<file path="config.mk">
export PLATFORM = sky130hd
export DESIGN_NAME = rwbs_store
export DESIGN_NICKNAME = d
export VERILOG_FILES = /design/src/rwbs_pkg.sv /design/src/rwbs_store.sv
export SDC_FILE = /design/constraint.sdc
export NUM_CORES = 2
export LEC_CHECK = 0
export BUFFER_PORTS_ARGS = -buffer_cell sky130_fd_sc_hd__buf_2
export CORE_MARGIN = 2
export CORE_UTILIZATION = 45
export CTS_CLUSTER_DIAMETER = 40
export DETAILED_ROUTE_END_ITERATION = 16
export HOLD_SLACK_MARGIN = 0.12
export PLACE_DENSITY_LB_ADDON = 0.1
export RECOVER_POWER = 25
export REMOVE_ABC_BUFFERS = 1
export SLEW_MARGIN = 20
export SYNTH_ARGS = -nofsm -noshare
export SYNTH_HDL_FRONTEND = slang
export SYNTH_SLANG_ARGS = --single-unit
</file>
<file path="constraint.sdc">
create_clock -name clk -period 5.5 [get_ports clk]
set_input_delay 0.55 -clock clk [delete_from_list [all_inputs] [get_ports clk]]
set_output_delay 0.55 -clock clk [all_outputs]
set_load 0.01 [all_outputs]
</file>
<file path="src/rwbs_pkg.sv">
// Shared types and constants for the row-wise binary search block.
package rwbs_pkg;

	localparam int ROWS       = 8;
	localparam int COLS       = 16;
	localparam int KEY_WIDTH  = 32;
	localparam int DEPTH      = ROWS * COLS;
	localparam int ROW_W      = (ROWS > 1) ? $clog2(ROWS) : 1;
	localparam int COL_W      = (COLS > 1) ? $clog2(COLS) : 1;
	localparam int CNT_W      = $clog2(COLS + 1);
	localparam int ADDR_W     = (DEPTH > 1) ? $clog2(DEPTH) : 1;
	localparam int CFG_ROWS_W = 4;
	localparam int CFG_COLS_W = 5;
	localparam int CFG_DATA_W = 8;

	typedef enum logic {
		OP_WRITE  = 1'b0,
		OP_SEARCH = 1'b1
	} op_t;

	typedef enum logic {
		REG_ROWS_IN_USE = 1'b0,
		REG_COLS_IN_USE = 1'b1
	} reg_idx_t;

	typedef enum logic [1:0] {
		ST_IDLE,
		ST_ROW,
		ST_PROBE,
		ST_CMP
	} seq_state_t;

	typedef struct packed {
		op_t                           operation;
		logic [ROW_W-1:0]              row_select;
		logic [COL_W-1:0]              column_select;
		logic signed [KEY_WIDTH-1:0]   key_value;
	} cmd_t;

	typedef struct packed {
		logic [ROW_W-1:0] result_row;
		logic             hit;
		logic [COL_W-1:0] hit_column;
		logic             last_row;
	} result_t;

	typedef struct packed {
		logic [CFG_ROWS_W-1:0] rows_in_use;
		logic [CFG_COLS_W-1:0] cols_in_use;
	} cfg_t;

	typedef struct packed {
		logic                  en;
		logic [ADDR_W-1:0]     addr;
		logic [KEY_WIDTH-1:0]  data;
	} wr_req_t;

	typedef struct packed {
		logic              en;
		logic [ADDR_W-1:0] addr;
	} rd_req_t;

endpackage

</file>
<file path="src/rwbs_store.sv">
// Matrix memory with one write port and one registered read port.
module rwbs_store (
	input  logic                            clk,
	input  rwbs_pkg::wr_req_t               wr,
	input  rwbs_pkg::rd_req_t               rd,
	output logic [rwbs_pkg::KEY_WIDTH-1:0]  rd_data
);
	import rwbs_pkg::*;

	logic [KEY_WIDTH-1:0] mem_q [DEPTH];
	logic [KEY_WIDTH-1:0] rd_data_q;

	assign rd_data = rd_data_q;

	always_ff @(posedge clk) begin
		if (wr.en) begin
			mem_q[wr.addr] <= wr.data;
		end
	end

	always_ff @(posedge clk) begin
		if (rd.en) begin
			rd_data_q <= mem_q[rd.addr];
		end
	end

endmodule

</file>
==> impl_summary.md <==
Status
The checks that failed: max-capacitance violations, max-slew violations. The flow ran to the end, but the final reports show violations.

Global routing
The overall fraction of global-route tracks in use is 0.2531. The via count of the first global-routing pass was 73.23k. The number of antenna violations at the first check in global routing is 52. Entering global routing, the biggest net connects 104 pins. The first global-routing pass estimated about 610000 um of wire. The total overflow left after global routing is 0.

Worst setup path
In this run the critical register-to-register path is launched from mem_q[23][0]. STA classifies the critical path endpoint as a flop. For the worst setup path, the data required time is 6180 ps. The number of buffers and inverters on the critical path is 2. In this design, the largest share of critical-path delay is due to buffers and inverters.

The signal on the critical path passes through clkbuf_1 -> buf_4. The critical path in this run is classified as primary input to flop. The highest-delay cell along the critical path is sky130_fd_sc_hd__clkbuf_1. The endpoint identified for the worst register-to-register timing path is rd_data[0]. The arrival time of data at the critical path endpoint is about 4800 ps. The worst setup path is launched from a primary input. For this run, the slowest stage of the critical path takes ~3100 ps. The setup check on the worst reg-to-reg path leaves a slack of 2610 ps. The depth of the worst register-to-register path is 4. In this run the worst path has a maximum fanout of 79.

Die
From left edge to right edge, the die measures 593.9 um. In this run the count of I/O pins placed on the die edge is around 80. The region available for standard cell placement spans 0.3462 mm2. The initialized floorplan defines 216 standard-cell rows.

The die footprint is 0.3527 mm2. The die boundary height is ~600 um. The initial core utilization is 0.4523.

Clocking
The post-CTS clock slew at the launch and capture registers of the worst setup and hold paths is 50 ps. The clock insertion delay at the later pin of the skew report is 1030 ps. The number of clock sinks is 4128. The TritonCTS clock tree is yes.

Post-CTS repair changed the size of 0 cells. Post-CTS timing repair inserted 0 buffers for setup. The number of clock buffers inserted by TritonCTS is 549. The H-tree was split into 6 levels. The maximum clock insertion buffer count is 4.

The buffer cell driving the clock tree root is sky130_fd_sc_hd__clkbuf_16.

STA
The clock arrives with 61.07 ps of skew. The share of the clock period used by the worst path is 0.7565. Setup repair after global routing left no endpoint under its margin. The final count of hold timing violations is 0.

The clock period could shrink to 4161 ps. Based on the critical path, the design can be clocked at up to 240.3 MHz. The worst max-slew margin expressed relative to the limit is -2.082. In the final timing run, aggregate negative setup slack is 0 ps. The transition time at the pin with the least slew margin is around 4600 ps. The number of slew-limit violations in the final report is 2096.

Setup violations remaining at the end of the flow were counted as 0. Final hold analysis gives a worst-case slack of 225.4 ps.

Hold path
The startpoint of the most critical hold path is wr[33]. The path with the worst hold slack has its endpoint at mem_q[82][2]. The hold-critical path depth is 3.

The min-delay analysis places its worst path in the category primary input to flop.

Drt
The count of nets left with antenna violations once routing finished came out at 0. For this run, design rule violations remaining after detail routing come to 0. The initial detailed-routing violation count is approximately 9.4k. The routed layout has 72.24k vias. For this run, the detailed router's first-pass iteration total came to 6. The ratio of routed vias to standard cells is 6.165. The total wire length is 446500 um.

Dividing the detail-routed wire length by the instance count gives 38.10 um.

Synthesis
The async set or reset register ratio after synthesis is 0. The most used flip-flop cell after synthesis is sky130_fd_sc_hd__edfxtp_1. The mean post-synth cell area is 26.14 um2. The biggest area contributor in the post-synthesis netlist is sky130_fd_sc_hd__edfxtp_1.

The total number of yosys warnings is 0. The cell count after synthesis came out at 5990. Ranked by total cell area, the synthesized netlist is headed by sky130_fd_sc_hd__edfxtp_1 79%, sky130_fd_sc_hd__mux4_2 19%, sky130_fd_sc_hd__clkbuf_1 0.44%. The number of enable flip-flop cells after synthesis is 4128.

After synthesis the netlist holds a flip-flop and latch count of just over 4k. Of the post-synthesis cell area, the dominant cell type holds 0.7916. The cell area that synthesis handed to floorplanning was ~0.16 mm2.

The netlist uses 16 different library cells. For this run, the register share of the synthesized area comes to 0.7916. By instance count, the leading cell after synthesis is sky130_fd_sc_hd__edfxtp_1.

The commonest cells after synthesis are 4128 x sky130_fd_sc_hd__edfxtp_1, 1344 x sky130_fd_sc_hd__mux4_2, 182 x sky130_fd_sc_hd__clkbuf_1, 122 x sky130_fd_sc_hd__nor2_1, 79 x sky130_fd_sc_hd__buf_2.

Cells and area
The number of nets in the layout is 6684. At the end of the flow the core is filled with cells to 0.5324. The total of fill cells in the finished design is around 26k. The share of cells above drive strength 1 is 0.3870.

From synthesis to final layout, the design area changed by 17.71%.

Run
Across the run, the number of max-cap violations was 32.

Power and ir drop
For this design the static power due to leakage is 0.05714 uW. Across the VDD grid, the largest voltage drop is 394.4 uV. Dividing total power by cell area gives a power density of 402.5 mW/mm2.

Place
The final estimated routing congestion in global placement is 0.8041. After legalization and detailed placement, the total HPWL measured 257300 um. The count of input and output buffers is 80.
## metrics by stage
step                setup WS, ps  instances  total power, uW  cell area (um2)
global placement            1075      10640            39070           165500
floorplan                   1744       5674            36770           155300
finish                      1339      11720            74190           184300
global route                1124      11700            76180           184300
detailed placement          1109      10640            39120           165600
CTS                         2199      11670            74740           184300
## how the worst max path moves through the flow
stage | startpoint | end | slack [ps] | cells past startpoint
4_1_cts | rd[0] | rd_data[21] | 2200 | 7
3_5_place_dp | rd[0] | rd_data[21] | 1110 | 7
3_3_place_gp | rd[0] | rd_data[21] | 1070 | 7
5_1_grt | wr[1] | mem_q[102][1] | 1120 | 3
6_report | wr[3] | mem_q[36][3] | 1340 | 2
2_1_floorplan | wr[35] | mem_q[102][0] | 1740 | 3
## sequential cells by signal (all words and copies together) (netlist names)
signal / count
mem_q: 4096
rd_data: 32
## cells by family after synthesis
logic type | Yosys count | synth area share
multiplexers | 1376 | 0.1956
flip-flops | 4128 | 0.7916
buffers and inverters | 316 | 0.008373
AND/OR/NAND/NOR | 170 | 0.004450
## metal layers
layer / up-vias / wire length (um) / share of wire / GRT usage
met2: 3044 / 217900 / 0.49 / 0.4085
met3: 558 / 34540 / 0.077 / 0.04203
met1: 40620 / 184000 / 0.41 / 0.3663
met4: 20 / 9952 / 0.022 / 0.05515
li1: 28000 / - / - / -
met5: - / 115 / 0.00026 / 0
## placed cells by master (no fill, tap or decap), types with 50 or more instances in the layout
master                      synthesis  layout
sky130_fd_sc_hd__mux4_2          1344    1344
sky130_fd_sc_hd__nor2_4             0     119
sky130_fd_sc_hd__edfxtp_1        4128    4128
sky130_fd_sc_hd__buf_4              3     251
sky130_fd_sc_hd__clkbuf_1         182      82
sky130_fd_sc_hd__clkinv_2           0      92
sky130_fd_sc_hd__buf_12             0      58
sky130_fd_sc_hd__diode_2            0      50
sky130_fd_sc_hd__clkinv_1           0      81
sky130_fd_sc_hd__clkbuf_16          0     565
sky130_fd_sc_hd__bufinv_16          0      60
## where the power goes
part	switching [uW]	leakage [uW]	internal, uW	total [uW]
clock	13900	0.00900	21800	35700
sequential	91.2	0.0371	34800	34900
combinational	2240	0.0110	1290	3530
## layout make-up
cell class                 count  area [um2]  share of cell area
clock buffer                 615       14330             0.07772
multi-input combinational   1546       32290              0.1752
tap                         4578        5728             0.03107
sequential                  4128      124000              0.6725
antenna                       50       125.1           0.0006788
clock inverter               391        4224             0.02292
timing repair buffer         410        3676             0.01994
## repair_timing
action                                 CTS  global route
endpoints found under the hold margin  655             3
hold buffers                            19             1
setup endpoints to repair                0             0
Power figures use the tool's default switching activity.
