**config.mk**
```make
export PLATFORM = sky130hd
export DESIGN_NAME = rwbs_seq
export DESIGN_NICKNAME = d
export VERILOG_FILES = /design/src/rwbs_pkg.sv /design/src/rwbs_seq.sv
export SDC_FILE = /design/constraint.sdc
export NUM_CORES = 1
export LEC_CHECK = 0
export BUFFER_PORTS_ARGS = -buffer_cell sky130_fd_sc_hd__buf_2
export CAP_MARGIN = 30
export CORE_MARGIN = 2
export CORE_UTILIZATION = 24
export DETAILED_ROUTE_END_ITERATION = 8
export GPL_TIMING_DRIVEN = 0
export PLACE_DENSITY = 0.53
export REMOVE_ABC_BUFFERS = 1
export SLEW_MARGIN = 20
export SYNTH_ARGS = -nofsm -noshare
export SYNTH_HDL_FRONTEND = slang
export SYNTH_SLANG_ARGS = --single-unit
```
**constraint.sdc**
```tcl
create_clock -name clk -period 3 [get_ports clk]
set_clock_uncertainty 0.15 [all_clocks]
set_input_delay 0.3 -clock clk [delete_from_list [all_inputs] [get_ports clk]]
set_output_delay 0.3 -clock clk [all_outputs]
set_load 0.05 [all_outputs]
```
**src/rwbs_pkg.sv**
```systemverilog
// Shared types and constants for the row-wise binary search block.
package rwbs_pkg;

	localparam int ROWS       = 8;
	localparam int COLS       = 16;
	localparam int KEY_WIDTH  = 32;
	localparam int DEPTH      = ROWS * COLS;
	localparam int ROW_W      = (ROWS > 1) ? $clog2(ROWS) : 1;
	localparam int COL_W      = (COLS > 1) ? $clog2(COLS) : 1;
	localparam int CNT_W      = $clog2(COLS + 1);
	localparam int ADDR_W     = (DEPTH > 1) ? $clog2(DEPTH) : 1;
	localparam int CFG_ROWS_W = 4;
	localparam int CFG_COLS_W = 5;
	localparam int CFG_DATA_W = 8;

	typedef enum logic {
		OP_WRITE  = 1'b0,
		OP_SEARCH = 1'b1
	} op_t;

	typedef enum logic {
		REG_ROWS_IN_USE = 1'b0,
		REG_COLS_IN_USE = 1'b1
	} reg_idx_t;

	typedef enum logic [1:0] {
		ST_IDLE,
		ST_ROW,
		ST_PROBE,
		ST_CMP
	} seq_state_t;

	typedef struct packed {
		op_t                           operation;
		logic [ROW_W-1:0]              row_select;
		logic [COL_W-1:0]              column_select;
		logic signed [KEY_WIDTH-1:0]   key_value;
	} cmd_t;

	typedef struct packed {
		logic [ROW_W-1:0] result_row;
		logic             hit;
		logic [COL_W-1:0] hit_column;
		logic             last_row;
	} result_t;

	typedef struct packed {
		logic [CFG_ROWS_W-1:0] rows_in_use;
		logic [CFG_COLS_W-1:0] cols_in_use;
	} cfg_t;

	typedef struct packed {
		logic                  en;
		logic [ADDR_W-1:0]     addr;
		logic [KEY_WIDTH-1:0]  data;
	} wr_req_t;

	typedef struct packed {
		logic              en;
		logic [ADDR_W-1:0] addr;
	} rd_req_t;

endpackage

```
**src/rwbs_seq.sv**
```systemverilog
// Search sequencer: bounds, midpoint, shared key compare and result register.
module rwbs_seq (
	input  logic                                clk,
	input  logic                                arst_n,
	input  logic                                go,
	input  logic signed [rwbs_pkg::KEY_WIDTH-1:0] key,
	input  rwbs_pkg::cfg_t                      cfg,
	output rwbs_pkg::rd_req_t                   rd,
	input  logic [rwbs_pkg::KEY_WIDTH-1:0]      rd_data,
	output logic                                busy,
	output logic                                res_valid,
	output rwbs_pkg::result_t                   res
);
	import rwbs_pkg::*;

	seq_state_t                  state_q, state_d;
	logic [ROW_W-1:0]            row_q, last_q;
	logic [CNT_W-1:0]            ncols_q;
	logic signed [CNT_W:0]       low_q, high_q;
	logic [COL_W-1:0]            mid_q;
	logic signed [KEY_WIDTH-1:0] target_q;
	logic                        res_valid_q;
	result_t                     res_q;

	logic                        in_range;
	logic [CNT_W:0]              bound_sum;
	logic [COL_W-1:0]            mid_w;
	logic                        eq, gt;
	logic                        emit, hit_w, is_last;
	logic [CFG_ROWS_W-1:0]       rows_sat;
	logic [CNT_W-1:0]            cols_sat;
	logic signed [CNT_W:0]       mid_ext;

	assign in_range  = (low_q <= high_q);
	assign bound_sum = $unsigned(low_q) + $unsigned(high_q);
	assign mid_w     = COL_W'(bound_sum >> 1);
	assign eq        = ($signed(rd_data) == target_q);
	assign gt        = (target_q > $signed(rd_data));
	assign is_last   = (row_q == last_q);
	assign mid_ext   = $signed({{(CNT_W + 1 - COL_W){1'b0}}, mid_q});

	always_comb begin
		rows_sat = cfg.rows_in_use;
		if (cfg.rows_in_use == '0) begin
			rows_sat = CFG_ROWS_W'(1);
		end else if (int'(cfg.rows_in_use) > ROWS) begin
			rows_sat = CFG_ROWS_W'(ROWS);
		end
		cols_sat = CNT_W'(cfg.cols_in_use);
		if (int'(cfg.cols_in_use) > COLS) begin
			cols_sat = CNT_W'(COLS);
		end
	end

	always_comb begin
		state_d = state_q;
		unique case (state_q)
			ST_IDLE: begin
				if (go) state_d = ST_ROW;
			end
			ST_ROW: state_d = ST_PROBE;
			ST_PROBE: begin
				if (in_range) state_d = ST_CMP;
				else          state_d = is_last ? ST_IDLE : ST_ROW;
			end
			ST_CMP: begin
				if (eq) state_d = is_last ? ST_IDLE : ST_ROW;
				else    state_d = ST_PROBE;
			end
			default: state_d = ST_IDLE;
		endcase
	end

	always_comb begin
		rd.en   = (state_q == ST_PROBE) && in_range;
		rd.addr = ADDR_W'(int'(row_q) * COLS) + ADDR_W'(mid_w);
		emit    = ((state_q == ST_PROBE) && !in_range) || ((state_q == ST_CMP) && eq);
		hit_w   = (state_q == ST_CMP) && eq;
	end

	always_ff @(posedge clk or negedge arst_n) begin
		if (!arst_n) begin
			state_q     <= ST_IDLE;
			row_q       <= '0;
			last_q      <= '0;
			ncols_q     <= '0;
			low_q       <= '0;
			high_q      <= '0;
			mid_q       <= '0;
			target_q    <= '0;
			res_valid_q <= 1'b0;
		end else begin
			state_q     <= state_d;
			res_valid_q <= emit;
			if ((state_q == ST_IDLE) && go) begin
				target_q <= key;
				last_q   <= ROW_W'(rows_sat - 1'b1);
				ncols_q  <= cols_sat;
				row_q    <= '0;
			end
			if (state_q == ST_ROW) begin
				low_q  <= '0;
				high_q <= $signed({1'b0, ncols_q}) - (CNT_W + 1)'(1);
			end
			if (rd.en) begin
				mid_q <= mid_w;
			end
			if ((state_q == ST_CMP) && !eq) begin
				if (gt) high_q <= mid_ext - (CNT_W + 1)'(1);
				else    low_q  <= mid_ext + (CNT_W + 1)'(1);
			end
			if (emit && !is_last) begin
				row_q <= row_q + 1'b1;
			end
		end
	end

	always_ff @(posedge clk) begin
		if (emit) begin
			res_q.result_row <= row_q;
			res_q.hit        <= hit_w;
			res_q.hit_column <= hit_w ? mid_q : '0;
			res_q.last_row   <= is_last;
		end
	end

	assign busy      = (state_q != ST_IDLE);
	assign res_valid = res_valid_q;
	assign res       = res_q;

endmodule

```
==> impl_metrics.py <==
metrics = {
    "run_status": {
        "run_status": "finished, final reports clean",
    },
    "synth": {
        "synth_top_area_share": 0.375,
        "synth-edff-count": 9,
        "async_flop_share": 0.873,
        "yosys_register_bits": 71,
        "synth_compound_area_frac": 0.0837,
        "post_synth.cell_area_avg_sq_um": 10.6,
        "yosys.area_share.xor_xnor": 0.0296,
        "syn_inst": 390,
        "synth-adder-area-share": 0.147,
        "yosys-top-cells-area": "dfrtp_1 37%, ha_1 14%, mux2_2 9.8%, edfxtp_1 6.5%, inv_1 4.8%",
        "synthDominantAreaCellType": "dfrtp_1",
        "synth-warning-count": 0,
        "yosysUniqueCellTypes": 43,
        "synth_mux_area_frac": 0.125,
        "mappedNetlistArea_sq_um": 4140,
        "proportion_of_synthesized_chip_area_in_sequential_cells": 0.440,
        "post_synth_and_or_nand_nor_area_fraction": 0.119,
        "synth_top_family_by_area": "adder cells",
        "ys_dominant_reg_cell": "dfrtp_1",
    },
    "cells_and_area": {
        "multi_input_comb_area_sq_um": 2110,
        "share_of_final_layout_standard_cells_stronger_than_drive_strength_1": 0.322,
        "finalInstanceArea_sq_um": 5210,
        "most_frequent_standard_cell_in_the_layout_excluding_fill_and_tap_cells": "buf_2",
        "area.growth.synth_to_final_pct": 25.9,
        "finalNonFillerCells": 719,
        "fill_cells": 1810,
        "antennaDiodeCount": 0,
        "nets_final": 613,
        "layout_common_cells": "92 x buf_2, 62 x dfrtp_1, 53 x inv_1, 47 x ha_1, 36 x mux2_2",
        "layout.area.seq_sq_um": 1820,
    },
    "drt": {
        "drtIter0Drc": 40,
        "remaining_drc_errors": 0,
        "route.vias.total": 3069,
        "ant_nets": 0,
        "totalWireLength_mm": 9.35,
        "post_drt_via_cell_ratio": 4.27,
        "first_pass_iters": 4,
        "wl_per_cell_microns": 13.0,
    },
    "floorplan": {
        "design.die.area_sq_um": 18300,
        "floorplan.core_area_sq_um": 17100,
        "dieWidth_microns": 135,
        "start_util": 0.243,
        "die_height_microns": 135,
        "ioPinCount": 95,
        "rows": 48,
    },
    "sta": {
        "final_max_slew_viol_count": 0,
        "fin_hold_viols": 0,
        "finalWorstPathRequiredPeriod_ns": 2.80,
        "fmax_mhz": 357,
        "tightest_slew_ns": 0.667,
        "setup_violations": 0,
        "final.hold.worst_slack_ns": 0.0379,
        "fin_crit_sh": 0.934,
        "setup_ws_ns": 0.198,
        "unrepaired_setup_endpoints_after_global_routing": "false",
        "max-slew-margin-rel": 0.555,
    },
    "power": {
        "pwr_density_cell_nw_per_um2": 1030,
        "static-leakage-power_nw": 2.54,
        "ir_worst_vdd_v": 0.000466,
        "total_power_mw": 5.37,
    },
    "global_routing": {
        "pin_count_of_the_biggest_net_entering_global_routing": 52,
        "grt.total_usage": 0.109,
        "first_global_vias": 3212,
        "grt_pass1_wl_mm": 15.6,
        "gr-total-overflow": 0,
        "grt_antenna_before_repair": 0,
    },
    "placement": {
        "gpl.final_weighted_congestion": 0.755,
        "place_hpwl_mm": 7.29,
        "placed_area_sq_um": 4910,
        "numPlacedInstances": 702,
        "detailedPlace.worstSlack_ns": -0.0906,
        "buffer_ports.inserted": 94,
    },
    "clocking": {
        "cts_num_sinks": 71,
        "cts_buffers": 9,
        "cts.root.buffer_cell": "clkbuf_16",
        "cts-root-to-sink-buffers": 2,
        "tritoncts": "built",
        "clk-insertion-delay-late_ns": 0.34,
        "clk_pin_slew_worst_paths_ns": 0.06,
        "number_of_h_tree_branching_levels": 3,
    },
    "setup_path": {
        "cp_data_required_time_ns": 2.55,
        "worst-path-max-fanout": 9,
        "worst_setup_path_start_kind": "register",
        "critical_path_buf_inv_count": 1,
        "class_of_the_most_critical_setup_path": "reg2out",
        "crit_path_cell_trace": "ha_1 -> a21oi_1 -> o21ai_0 -> o32ai_2 -> or2_2 -> nor2b_4 -> buf_4",
        "endpoint_kind": "primary output",
        "worst_path_max_delay_cell": "dfrtp_1",
        "timing.critical_path.arrival_ns": 2.35,
        "timing.critical_path.slowest_cell_delay_ns": 0.41,
        "cpLargestDelayFamily": "compound AO/OA/AOI/OAI gates",
    },
    "run": {
        "max_cap_violations": 0,
    },
    "worst_hold_path": {
        "worstHoldPathType": "in2reg",
    },
}
## Yosys cell counts, types with 6 or more instances
master     n
nand4_1    6
clkbuf_1   9
nand2_1   28
nand2b_1   9
dfrtp_1   62
a21oi_1   24
ha_1      47
inv_1     53
nand3_1    7
xnor2_1    7
o21ai_0   13
edfxtp_1   9
nor2_1    18
mux2i_1   11
xor2_1     7
mux2_2    36
nor3_1     8
## cell type report
| cell class | count | area share |
|---|---|---|
| repair buffers | 97 | 0.102 |
| clock buffers | 10 | 0.0439 |
| multi-input cells | 257 | 0.405 |
| flip-flops and latches | 71 | 0.350 |
| clock inverters | 6 | 0.00720 |
| well taps | 225 | 0.0540 |
| inverters | 53 | 0.0382 |
## worst paths after layout
kind / from / to / slack [ns] / cells after the start
worst max register to register: target_q[31] / low_q[2] / 0.29 / 8
max in group asynchronous: arst_n / target_q[13] / 1.97 / 3
worst max-delay path: low_q[3] / rd[7] / 0.20 / 7
min in group asynchronous: arst_n / ncols_q[3] / 0.22 / 2
worst min-delay path: key[10] / target_q[10] / 0.04 / 2
worst min register to register: last_q[2] / last_q[2] / 0.35 / 2
## repair_timing
| action | CTS | global route |
|---|---|---|
| resized for setup | 3 | 3 |
| hold buffers | 1 | 0 |
| hold endpoints to repair | 62 | 0 |
| endpoints found under the setup margin | 10 | 1 |
| setup buffers | 0 | 0 |
## cell families (layout without fill, tap and decap cells)
family,after synthesis,count (layout)
AND/OR/NAND/NOR,93,93
flip-flops,71,71
buffers and inverters,62,166
AO/OA/AOI/OAI,55,55
adder cells (fa/ha/maj),48,48
multiplexers,47,47
XOR/XNOR,14,14
## layer usage
layer  wire length (microns)  track usage  vias up  part of all wire
met2                    4570        0.186       60              0.49
li1                        -            -     1534                 -
met4                     177       0.0469        0             0.019
met5                       0            0        -                 0
met3                     378       0.0273       15             0.040
met1                    4220        0.131     1460              0.45
## stage by stage
| stage | util | setup TNS [ns] |
|---|---|---|
| 2_1_floorplan | - | 0 |
| 3_5_place_dp | 0.288 | -0.812 |
| 4_1_cts | 0.305 | 0 |
| 6_report | 0.306 | 0 |
| 5_1_grt | 0.306 | 0 |
| 3_3_place_gp | 0.285 | 0 |
## registers in the layout, summed over array words and instances, names as in the netlist
signal     cells
ncols_q        5
target_q      32
low_q          6
row_q          3
state_q        2
res_valid      1
res            9
last_q         3
high_q         6
mid_q          4
## power by group
part	total [mW]	switching [mW]	internal [mW]
combinational	2.68	1.58	1.10
sequential	1.72	0.304	1.42
clock	0.972	0.417	0.555
## worst register-to-register path, cell delays in order (launching register included)
cell	delay [ns]
dfrtp_1	0.38
ha_1	0.37
nand4_2	0.16
nor4_4	0.44
o211ai_1	0.19
o211a_2	0.18
and3b_4	0.20
nor3_4	0.33
mux2i_1	0.24
(Power assumes the default switching activity.)
