===== config.mk =====
export PLATFORM = sky130hd
export DESIGN_NAME = rwbs_cfg
export DESIGN_NICKNAME = d
export VERILOG_FILES = /design/src/rwbs_pkg.sv /design/src/rwbs_cfg.sv
export SDC_FILE = /design/constraint.sdc
export NUM_CORES = 1
export LEC_CHECK = 0
export BUFFER_PORTS_ARGS = -buffer_cell sky130_fd_sc_hd__buf_4
export CORE_AREA = 3 3 40 42
export CTS_BUF_LIST = sky130_fd_sc_hd__clkbuf_4
export DETAILED_ROUTE_END_ITERATION = 12
export DIE_AREA = 0 0 43 45
export GPL_TIMING_DRIVEN = 0
export PLACE_DENSITY = 0.65
export REMOVE_ABC_BUFFERS = 1
export SLEW_MARGIN = 20
export SYNTH_ARGS = -nofsm -noshare
export SYNTH_HDL_FRONTEND = slang
export SYNTH_SLANG_ARGS = --single-unit

===== constraint.sdc =====
create_clock -name clk -period 1.17 [get_ports clk]
set_input_delay 0.234 -clock clk [delete_from_list [all_inputs] [get_ports clk]]
set_output_delay 0.234 -clock clk [all_outputs]
set_load 0.02 [all_outputs]

===== src/rwbs_pkg.sv =====
// Shared types and constants for the row-wise binary search block.
package rwbs_pkg;

	localparam int ROWS       = 8;
	localparam int COLS       = 16;
	localparam int KEY_WIDTH  = 32;
	localparam int DEPTH      = ROWS * COLS;
	localparam int ROW_W      = (ROWS > 1) ? $clog2(ROWS) : 1;
	localparam int COL_W      = (COLS > 1) ? $clog2(COLS) : 1;
	localparam int CNT_W      = $clog2(COLS + 1);
	localparam int ADDR_W     = (DEPTH > 1) ? $clog2(DEPTH) : 1;
	localparam int CFG_ROWS_W = 4;
	localparam int CFG_COLS_W = 5;
	localparam int CFG_DATA_W = 8;

	typedef enum logic {
		OP_WRITE  = 1'b0,
		OP_SEARCH = 1'b1
	} op_t;

	typedef enum logic {
		REG_ROWS_IN_USE = 1'b0,
		REG_COLS_IN_USE = 1'b1
	} reg_idx_t;

	typedef enum logic [1:0] {
		ST_IDLE,
		ST_ROW,
		ST_PROBE,
		ST_CMP
	} seq_state_t;

	typedef struct packed {
		op_t                           operation;
		logic [ROW_W-1:0]              row_select;
		logic [COL_W-1:0]              column_select;
		logic signed [KEY_WIDTH-1:0]   key_value;
	} cmd_t;

	typedef struct packed {
		logic [ROW_W-1:0] result_row;
		logic             hit;
		logic [COL_W-1:0] hit_column;
		logic             last_row;
	} result_t;

	typedef struct packed {
		logic [CFG_ROWS_W-1:0] rows_in_use;
		logic [CFG_COLS_W-1:0] cols_in_use;
	} cfg_t;

	typedef struct packed {
		logic                  en;
		logic [ADDR_W-1:0]     addr;
		logic [KEY_WIDTH-1:0]  data;
	} wr_req_t;

	typedef struct packed {
		logic              en;
		logic [ADDR_W-1:0] addr;
	} rd_req_t;

endpackage


===== src/rwbs_cfg.sv =====
// Configuration registers: rows and columns in use.
module rwbs_cfg (
	input  logic                           clk,
	input  logic                           arst_n,
	input  logic                           cfg_valid,
	input  rwbs_pkg::reg_idx_t             cfg_index,
	input  logic [rwbs_pkg::CFG_DATA_W-1:0] cfg_data,
	output logic                           cfg_ready,
	output rwbs_pkg::cfg_t                 cfg
);
	import rwbs_pkg::*;

	cfg_t cfg_q;

	assign cfg_ready = 1'b1;
	assign cfg       = cfg_q;

	always_ff @(posedge clk or negedge arst_n) begin
		if (!arst_n) begin
			cfg_q.rows_in_use <= CFG_ROWS_W'(ROWS);
			cfg_q.cols_in_use <= CFG_COLS_W'(COLS);
		end else if (cfg_valid && cfg_ready) begin
			unique case (cfg_index)
				REG_ROWS_IN_USE: cfg_q.rows_in_use <= cfg_data[CFG_ROWS_W-1:0];
				REG_COLS_IN_USE: cfg_q.cols_in_use <= cfg_data[CFG_COLS_W-1:0];
				default: ;
			endcase
		end
	end

endmodule


==> run_results.csv, run 1 <==
group,metric,value,unit
power,power_density,1576,mW/mm2
timing,max_freq,0.8824,GHz
layout,final_common_cell,"buf_4",
floorplanning,die_height,45,um
hold_path,hp-start,"cfg_data[4]",
logic_synthesis,syn_inst,22,
timing,period_needed,1.133,ns
setup_path,worstPathRequired,0.94,ns
placement,dp_hpwl,658.2,um
setup_path,r2r_slack,0.40,ns
detailed_routing,drt-vias-per-instance,4.414,
timing,drv_slew,0,
detailed_routing,wl,778,um
power,pwr-share-seq,43.8,%
setup_path,path_buf_inv,1,
logic_synthesis,synth_mux_area_share,31.27,%
logic_synthesis,yosysTopAreaCell,"dfrtp_1",
clocking,clk_pin_slew,0.06,ns
timing,rsz0062_at_grt,"false",
logic_synthesis,syn_area_per_cell,17.46,um2
grt,grt_usage,9.459,%
detailed_routing,vias,256,
layout,largest_reg_flops,9,
floorplanning,start_util,29.89,%
hold_path,hold_depth,2,
clocking,cts.sinks,9,
grt,grt_pass1_vias,323,
power,switching_share,26.77,%
logic_synthesis,yosys_register_bits,9,
setup_path,critPathKind,"flop to output port",
setup_path,cpPeakStageDelay,0.54,ns
setup_path,crit_family,"flip-flops",
floorplanning,fp.dieW,43,um
logic_synthesis,seq_area_frac_synth,59.28,%
power,clkPwrFrac,27.9,%
power,p_int,658.5,uW
power,p_total,899.2,uW
grt,grt_max_degree,10,
setup_path,crit_chain,"buf_6",
logic_synthesis,synth_compound_area_share,0,%
logic_synthesis,synth_xor_xnor_area_share,0,%
clocking,cts_tree,"built",
logic_synthesis,synthTopCellsByArea,"dfrtp_1 (46%), mux2_4 (20%), dfstp_2 (14%)",
logic_synthesis,synth_fa_ha_area_share,0,%
grt,grt_pass1_wl,1324,um
hold_path,worstHoldEndpoint,"cfg[4]",
clocking,clock_path_buffers,2,
timing,period_share,96.87,%
clocking,cts_buffers,3,
grt,antenna_found_initial,0,
setup_path,crit_path_top_delay_cell,"dfstp_2",
logic_synthesis,yosys_warnings,0,
setup_path,rr_worst_depth,1,
grt,grt_overflow,0,
floorplanning,coreArea,0.001285,mm2
detailed_routing,ant_nets,0,
layout,final_util,44.40,%
placement,gp_congestion,0.7073,
setup_path,crit_path_end_kind,"output port",
timing,finalHoldViolations,0,
logic_synthesis,ys_types,8,
setup_path,path_max_fanout,2,
layout,drive_gt1_share,79.07,%
power,p_leak,0.0002898,uW
floorplanning,die_area,0.001935,mm2
timing,fin_tns_setup,0,ns
clocking,clockRootBuffer,"clkbuf_4",
outcome,outcome,"finished clean",
detailed_routing,avgRoutedWirePerCell,13.41,um
timing,finalClockSkew,0,ns
clocking,cts_setup_buffers,0,
logic_synthesis,yosys.area_share.simple,6.515,%
setup_path,r2r_end,"cfg[1]",
layout,layout_common_cells,"buf_4 (15), dfrtp_1 (7), mux2_4 (5)",
power,irDropWorstVdd,0.4468,mV
floorplanning,num_io_pins,22,
detailed_routing,remaining_drc_errors,0,
setup_path,start_kind,"flop",
setup_path,crit_arrival,0.90,ns
timing,finalSetupViolCount,0,
run,max_cap_viol_count,0,
floorplanning,row_count,13,
layout,antennaDiodeCount,0,
clocking,insertion_delay,0.25,ns
logic_synthesis,synth_area,384.1,um2
clocking,h-tree-depth,1,
layout,nFillCells,115,
power,p_sw,240.7,uW
power,combPwrFrac,28.3,%
logic_synthesis,synth_top_family_by_area,"multiplexers",
layout,nets,56,
setup_path,rr_startpoint,"cfg[1]",
detailed_routing,drt-initial-drc-count,2,
layout,area_growth,48.53,%
placement,io_buffer_count,17,
detailed_routing,dr.pass1.iters,2,
hold_path,hold_path.class,"input pin to flop",
logic_synthesis,synth_top_cell_area_share,45.60,%
[layer usage]
metal | vias to the layer above | track usage (%) | wire length (um)
met5 | - | 0 | 0
met4 | 0 | 7.229 | 0
met3 | 0 | 1.594 | 48
met2 | 11 | 19.76 | 504
met1 | 132 | 7.538 | 226
li1 | 113 | - | -
[synth_stat cells]
cell and n:
mux2_2 4, dfstp_2 2, conb_1 1, nand2b_4 1, nand2_4 1, buf_4 1
dfrtp_1 7, mux2_4 5
[kinds of logic after synthesis]
logic type    after synthesis
other cells                 1
flops                       9
simple gates                2
mux                         9
buf+inv                     1
[stage by stage]
stage	worst slack (ns)	hold WS [ns]	area, um2	instances
global route	0.007637	0.2120	570.5	58
CTS	0.01708	0.2135	563.0	58
finish	0.03667	0.2165	570.5	58
floorplan	0.3426	-0.06159	376.6	21
detailed placement	0.2329	0.06116	523.0	53
global placement	0.2441	0.05619	523.0	53
[worst max-delay path by stage]
stage | from | end | depth (start not counted)
CTS | cfg[4] | cfg[4] | 1
global placement | cfg_index | cfg[6] | 3
finish | cfg[4] | cfg[4] | 1
floorplan | cfg[5] | cfg[5] | 1
global route | cfg[4] | cfg[4] | 1
detailed placement | cfg_index | cfg[7] | 3
[power by group through the flow]
stage                     registers (uW)  clock network (uW)  logic [uW]
final                                394                 251         254
after global routing                 401                 274         267
after CTS                            392                 259         252
after detailed placement             397                   0         248
after global placement               392                   0         243
after floorplan                      452                   0        72.6
[final cells by class]
type	count	area, um2	share of cell area (%)
Multi-Input combinational cell	12	148.9	26.10
Clock buffer	4	30.03	5.263
Tap cell	15	18.77	3.289
Timing Repair Buffer	18	145.1	25.44
Sequential cell	9	227.7	39.91
[timing repair]
action                                  in CTS  in global routing
hold buffers                                 1                  0
resized for setup                            0                  2
endpoints found under the setup margin       0                  2
endpoints found under the hold margin        9                  0
No activity file was read; power rests on OpenSTA's default activity.
==> run 2, diff against run 1 <==
MAX_ROUTING_LAYER = met4   (was unset)
PLACE_DENSITY = 0.6   (was 0.65)
==> run_results.csv, run 2 (synthesized netlist as in run 1, its figures left out) <==
group,metric,value,unit
timing,fin_tns_setup,0,ns
power,clkPwrFrac,28.5,%
layout,largest_reg_flops,9,
clocking,cts.sinks,9,
placement,dp_hpwl,618.6,um
grt,grt_max_degree,10,
hold_path,hp-start,"cfg_data[4]",
setup_path,crit_arrival,0.91,ns
power,p_int,655.3,uW
detailed_routing,avgRoutedWirePerCell,12.59,um
placement,io_buffer_count,17,
timing,finalClockSkew,0,ns
detailed_routing,wl,730,um
setup_path,crit_start,"cfg[8]",
timing,drv_slew,0,
outcome,outcome,"finished clean",
grt,grt_pass1_wl,1104,um
power,p_leak,0.0002886,uW
clocking,clock_path_buffers,2,
layout,nFillCells,114,
layout,layout_common_cells,"buf_4 (16), dfrtp_1 (7), mux2_4 (5)",
hold_path,hold_depth,2,
power,p_sw,240.1,uW
clocking,cts_buffers,3,
timing,rsz0062_at_grt,"true",
floorplanning,start_util,29.89,%
layout,area_growth,47.56,%
layout,final_util,44.11,%
grt,grt_usage,8.877,%
setup_path,start_kind,"flop",
clocking,h-tree-depth,1,
power,switching_share,26.81,%
setup_path,crit_family,"flip-flops",
setup_path,path_max_fanout,2,
timing,finalSetupViolCount,0,
power,p_total,895.4,uW
setup_path,r2r_end,"cfg[7]",
floorplanning,coreArea,0.001285,mm2
setup_path,rr_worst_depth,1,
clocking,cts_tree,"built",
grt,grt_overflow,0,
setup_path,crit_chain,"buf_4",
power,power_density,1580,mW/mm2
setup_path,worstPathRequired,0.94,ns
setup_path,worst-path-stages,1,
layout,antennaDiodeCount,0,
layout,drive_gt1_share,79.07,%
setup_path,crit_path_end_kind,"output port",
timing,max_freq,0.8729,GHz
grt,antenna_found_initial,0,
floorplanning,row_count,13,
clocking,cts_setup_buffers,0,
floorplanning,die_height,45,um
setup_path,critPathKind,"flop to output port",
layout,final_common_cell,"buf_4",
detailed_routing,ant_nets,0,
power,combPwrFrac,27.8,%
timing,finalHoldViolations,0,
detailed_routing,drt-vias-per-instance,4.155,
floorplanning,die_area,0.001935,mm2
detailed_routing,dr.pass1.iters,1,
clocking,clk_pin_slew,0.06,ns
grt,grt_pass1_vias,244,
floorplanning,fp.dieW,43,um
placement,gp_congestion,0.6565,
clocking,clockRootBuffer,"clkbuf_4",
power,irDropWorstVdd,0.6565,mV
detailed_routing,remaining_drc_errors,0,
setup_path,r2r_slack,0.41,ns
setup_path,crit_path_top_delay_cell,"dfstp_2",
detailed_routing,drt-initial-drc-count,0,
hold_path,hold_path.class,"input pin to flop",
run,max_cap_viol_count,0,
timing,period_needed,1.146,ns
hold_path,worstHoldEndpoint,"cfg[4]",
clocking,insertion_delay,0.25,ns
power,pwr-share-seq,43.7,%
setup_path,cpPeakStageDelay,0.53,ns
floorplanning,num_io_pins,22,
layout,nets,56,
timing,period_share,97.91,%
placement,post_dp_cell_area,523.0,um2
setup_path,rr_startpoint,"cfg[7]",
setup_path,path_buf_inv,1,
detailed_routing,vias,241,
layout,fin_area,566.8,um2
[run 2: cell count changes in the layout (fill, tap and decap cells not counted)]
cell,delta
buf_6,-1
buf_4,+1
[run 2: repair_timing]
action	CTS	global route
hold endpoints to repair	9	0
endpoints found under the setup margin	0	1
resized for setup	0	1
hold buffers	1	0
[run 2: how the worst max path moves through the flow]
stage	to	slack, ns
finish	cfg[8]	0.02
global route	cfg[4]	-0.006
CTS	cfg[4]	0.01
detailed placement	cfg[7]	0.22
global placement	cfg[6]	0.25
floorplan	cfg[5]	0.34
[run 2: cell type report]
cell class	instances	area (um2)	area share [%]
tap	15	18.77	3.311
sequential	9	227.7	40.18
timing repair buffer	18	141.4	24.94
clock buffer	4	30.03	5.298
multi-input combinational	12	148.9	26.27
[run 2: power by group through the flow]
stage | Clock, uW | Combinational, uW | Sequential (uW)
finish | 255 | 249 | 392
global route | 286 | 261 | 397
CTS | 268 | 250 | 391
detailed placement | 0 | 246 | 396
global placement | 0 | 243 | 392
floorplan | 0 | 72.6 | 452
[run 2: through the flow]
stage               setup slack, ns  hold slack [ns]  std cells
floorplan                    0.3426         -0.06159         21
global placement             0.2480          0.05727         53
detailed placement           0.2186          0.06388         53
CTS                        0.009794           0.2012         58
global route              -0.006005           0.1996         58
finish                      0.02443           0.2096         58
[run 2: routing by layer]
metal,GRT usage (%),vias to the layer above,wire [um]
li1,-,117,-
met1,7.286,117,248
met2,15.27,7,430
met3,3.984,0,50
met4,7.229,0,0
met5,-,-,0
